`src/hdl/ibwt_ram.sv`:
```
module ibwt_ram #(
  parameter int WIDTH = 8,
  parameter int DEPTH = 256
) (
  input  logic                     clk,
  input  logic                     we,
  input  logic [$clog2(DEPTH)-1:0] waddr,
  input  logic [WIDTH-1:0]         wdata,
  input  logic [$clog2(DEPTH)-1:0] raddr,
  output logic [WIDTH-1:0]         rdata
);

  logic [WIDTH-1:0] mem [DEPTH];

  always_ff @(posedge clk) begin
    if (we) begin
      mem[waddr] <= wdata;
    end
    rdata <= mem[raddr];
  end

endmodule
```
`config.mk`:
```
export PLATFORM = sky130hd
export DESIGN_NAME = ibwt_ram
export DESIGN_NICKNAME = d
export VERILOG_FILES = /design/src/hdl/ibwt_ram.sv
export SDC_FILE = /design/constraint.sdc
export NUM_CORES = 2
export LEC_CHECK = 0
export ABC_AREA = 1
export ABC_CLOCK_PERIOD_IN_PS = 3830
export BUFFER_PORTS_ARGS = -buffer_cell sky130_fd_sc_hd__buf_2
export CORE_ASPECT_RATIO = 0.8
export CORE_UTILIZATION = 45
export CTS_BUF_LIST = sky130_fd_sc_hd__clkbuf_8 sky130_fd_sc_hd__clkbuf_16
export CTS_CLUSTER_DIAMETER = 50
export DETAILED_ROUTE_END_ITERATION = 12
export PLACE_DENSITY = 0.67
export SLEW_MARGIN = 20
export SYNTH_ARGS = -nofsm -noshare
export SYNTH_HDL_FRONTEND = slang
export SYNTH_SLANG_ARGS = --single-unit
```
`constraint.sdc`:
```
create_clock -name clk -period 3.83 [get_ports clk]
set_clock_uncertainty 0.2 [all_clocks]
set_input_delay 0.1915 -clock clk [delete_from_list [all_inputs] [get_ports clk]]
set_output_delay 0.1915 -clock clk [all_outputs]
set_load 0.02 [all_outputs]
```
# [Word level (Yosys, flattened, before mapping)]
# Memory sizes are Yosys's and may differ from the RTL's. A register that Yosys moved wholly into a read port is not among the register bits.
# Index checks and enable logic that the tools add are counted.
[op_classes] add_sub_neg=0 mul=0 div=0 n_lt_le_gt_ge=0 eq_ne=0 shift=0 muxes=2 bitwise=0 reduce_logical=0
[op_table] cell="$mux 1" n=2
[totals] regBits=0 latch_bits=0 ram_bits=2048 romBits=0 in_bits=26 out_inout_bits=8 wordCells=3 n_memories=1
[mem_list] memory="mem" words=256 width=8 read_ports=1 rd_ports_with_merged_regs=1 write_ports=1 line="13" source="logic [WIDTH-1:0] mem [DEPTH];"

# [Logic depth before layout (Yosys ltp)]
[logic_depth] word_depth=2 depth_mapped=15 depth_no_buf=11

# [Least setup slack after synthesis]
# No wires, ideal clock.
[synth_timing] path_type="input -> register" start="input port we" end="memory mem[162][0] (enable)" setup_ns=0.370 arrival_ns=1.313 required_time_ns=3.260 setup_slack_ns=1.947 path_stages=4 path_buffers=2 path_cell_list="clkbuf_1 nand3_1 clkbuf_1 nor2_1"
[synth_between] elab_chain_cells=2
[synth_rtl] element="start, declared" line="6" source="input logic we,"
[synth_rtl] element="$mux 1" line="16" source="if (we) begin"
[synth_rtl] element="$mux 1 (implied by the code)" line="17" source="mem[waddr] <= wdata;"
[synth_rtl] element="end, declared" line="13"
# Every way passes these cells.

==> impl_metrics.py <==
metrics = {
    "run_status": {
        "status": "finished clean",
    },
    "sta": {
        "tightest_slew_ps": 1130,
        "timing.setup.tns_ps": 0,
        "hold_viol": 0,
        "slew-limit-headroom_pct": 24.6,
        "rsz0062_at_grt": "false",
        "slew_violations": 0,
        "fin_crit_sh_pct": 79.9,
        "clock.fmax_ghz": 0.327,
        "setup_viol": 0,
        "post-route-min-period_ps": 3060,
    },
    "logic_synthesis": {
        "yosys.area_share.xor_xnor_pct": 0,
        "synth_fa_ha_area_share_pct": 0,
        "ys_warn_count": 0,
        "synth.cell_area_sq_mm": 0.0834,
        "synthTopCellsByArea": "edfxtp_1 74%, nand3_1 12%, nand2_1 9.6%",
        "synth_compound_area_share_pct": 0,
        "synthFlopType": "edfxtp_1",
        "yosysSeqAreaShare_pct": 73.9,
        "yosysTopAreaCell": "edfxtp_1",
        "synthTopCellsByCount": "2123 x nand2_1, 2048 x edfxtp_1, 2019 x nand3_1",
        "async_reset_ff_share_pct": 0,
        "syn_inst": 7003,
        "synth_mux_area_share_pct": 0,
        "synth_cell_types": 14,
        "synthSimpleGateAreaFrac_pct": 22.9,
        "syn_area_per_cell_sq_um": 11.9,
        "ys_ff_latch": 2056,
        "synth-edff-count": 2048,
        "syn_nets": 7029,
        "synth_top_family_by_area": "simple AND/OR/NAND/NOR gates",
        "yosysMostFrequentCell": "nand2_1",
        "synth_top_area_share_pct": 73.7,
    },
    "clock_tree": {
        "ctsRootBufferMaster": "clkbuf_16",
        "clock_latency_ps": 850,
        "htreeDepth": 4,
        "post-cts-setup-buffers": 0,
        "cts_sinks": 2056,
        "cts_buffers": 193,
        "cts_tree": "done",
        "cts.clk_slew.worst_paths_ps": 60,
        "cts_resized": 0,
        "ctsHoldBuffers": 14,
        "clock_path_buffers": 3,
    },
    "pwr": {
        "switching_share_pct": 22.7,
        "p_switching_w": 0.0105,
        "power_w": 0.0463,
        "combPwrFrac_pct": 6.2,
        "leakagePower_nw": 32.0,
        "seq_power_share_pct": 53.6,
        "clockPowerShare_pct": 40.3,
        "ir_worst_vdd_v": 0.000501,
        "internal_power_w": 0.0358,
        "powerDensity_mw_per_mm2": 501,
    },
    "routing": {
        "wl_microns": 225000,
        "drc": 0,
        "first_pass_iters": 8,
        "drt-initial-drc-count": 7545,
        "wire_per_inst_microns": 23.6,
        "vias": 55100,
        "drt-vias-per-instance": 5.79,
        "drtAntennaViolNets": 0,
    },
    "place": {
        "io_buffers": 33,
        "postPlaceCellArea_sq_mm": 0.0862,
        "hpwl_microns": 127000,
        "place.gp.congestion": 0.867,
    },
    "job": {
        "timing.max_cap.violations": 0,
    },
    "cells_and_area": {
        "finish.instance_area_sq_mm": 0.0925,
        "area_growth_pct": 10.9,
        "finalNetCount": 6949,
        "final_core_util_pct": 50.5,
        "drive_above_1_share_pct": 6.52,
    },
    "floorplan": {
        "io-pin-count": 34,
        "rows": 140,
        "die_y_microns": 387,
        "die_w_microns": 483,
        "start_util_pct": 45.6,
        "dieArea_sq_mm": 0.187,
        "core-area_sq_mm": 0.183,
    },
    "setup_path": {
        "worstSetupPathType": "input port to register",
        "worstPathArrival_ps": 3650,
        "cp.required_ps": 4420,
        "cp_max_fo": 149,
        "cp-start-kind": "input port",
        "worstSetupEndpointType": "register",
    },
    "global_routing": {
        "grt_max_degree": 202,
        "grt_pass1_wl_microns": 335000,
        "antenna_found_initial": 9,
        "grt_usage_pct": 23.7,
        "overflow": 0,
        "grt_pass1_vias": 51700,
    },
    "hold_path": {
        "hold_path.class": "input port to register",
    },
}
==> cell type report <==
cell class | count | area [sq um]
fillers | 15400 | 90600
flip-flops and latches | 2056 | 61700
multi-input cells | 4425 | 19100
clock buffers | 204 | 5030
well taps | 2414 | 3020
repair buffers | 208 | 2330
clock inverters | 151 | 1090
inverters | 39 | 180
diodes | 9 | 22.5
==> stage by stage <==
step | worst slack, ps | hold WS (ps) | cells
floorplan | 1950 | 90.4 | 7003
global placement | 723 | 463 | 9128
detailed placement | 670 | 461 | 9128
CTS | 895 | 47.5 | 9497
global route | 692 | 103 | 9499
finish | 771 | 78.2 | 9506
==> power by group through the flow <==
stage          Combinational (W)  Sequential (W)  Clock (W)
6_report                 0.00287          0.0248     0.0187
5_1_grt                  0.00308          0.0248     0.0196
4_1_cts                  0.00283          0.0248     0.0188
3_5_place_dp             0.00281          0.0253          0
3_3_place_gp             0.00278          0.0253          0
2_1_floorplan            0.00153          0.0253          0
==> layout by cell type, fill, tap and decap left out, drive strengths merged <==
cell            n
buf           194
bufinv         13
clkbuf        204
clkinv         81
clkinvlp        2
dfxtp           8
diode           9
dlygate4sd3    14
edfxtp       2048
inv            94
nand2        2123
nand3        2019
nor2          283
==> sequential cells by signal, indices dropped and copies added (netlist names) <==
| name | count |
|---|---|
| mem | 2048 |
| rdata | 8 |
==> metal layers <==
metal / share of wire (%) / global-route usage, % / vias to the layer above / routed length, microns
met3: 11 / 5.48 / 390 / 24800
li1: - / - / 24700 / -
met4: 2.8 / 7.56 / 4 / 6240
met1: 42 / 34.8 / 26900 / 93400
met2: 45 / 34.8 / 3044 / 100000
met5: 0.0098 / 0 / - / 22
==> worst max-delay path: stages <==
cell,delay (ps)
buf_8,180
inv_16,500
buf_4,390
nand2_1,90
nand3_1,90
nand3_1,90
nand3_1,110
nand3_1,190
nand3_1,250
nand3_1,90
nand2_1,100
nand2_1,40
dlygate4sd3_1,560
nand2_1,60
dlygate4sd3_1,550
==> final timing paths <==
check | start | endpoint | slack (ps) | cells past startpoint
min | raddr[2] | rdata[2]$_DFF_P_ | 80 | 9
max reg2reg | mem[255][3]$_DFFE_PP_ | rdata[3]$_DFF_P_ | 840 | 12
max | raddr[0] | rdata[3]$_DFF_P_ | 770 | 15
min reg2reg | mem[84][6]$_DFFE_PP_ | rdata[6]$_DFF_P_ | 750 | 10
==> kinds of logic after synthesis <==
family,count (synthesis)
DFF,2056
and+or+nand+nor,4425
buffers and inverters,522
Power figures use the tool's default switching activity.
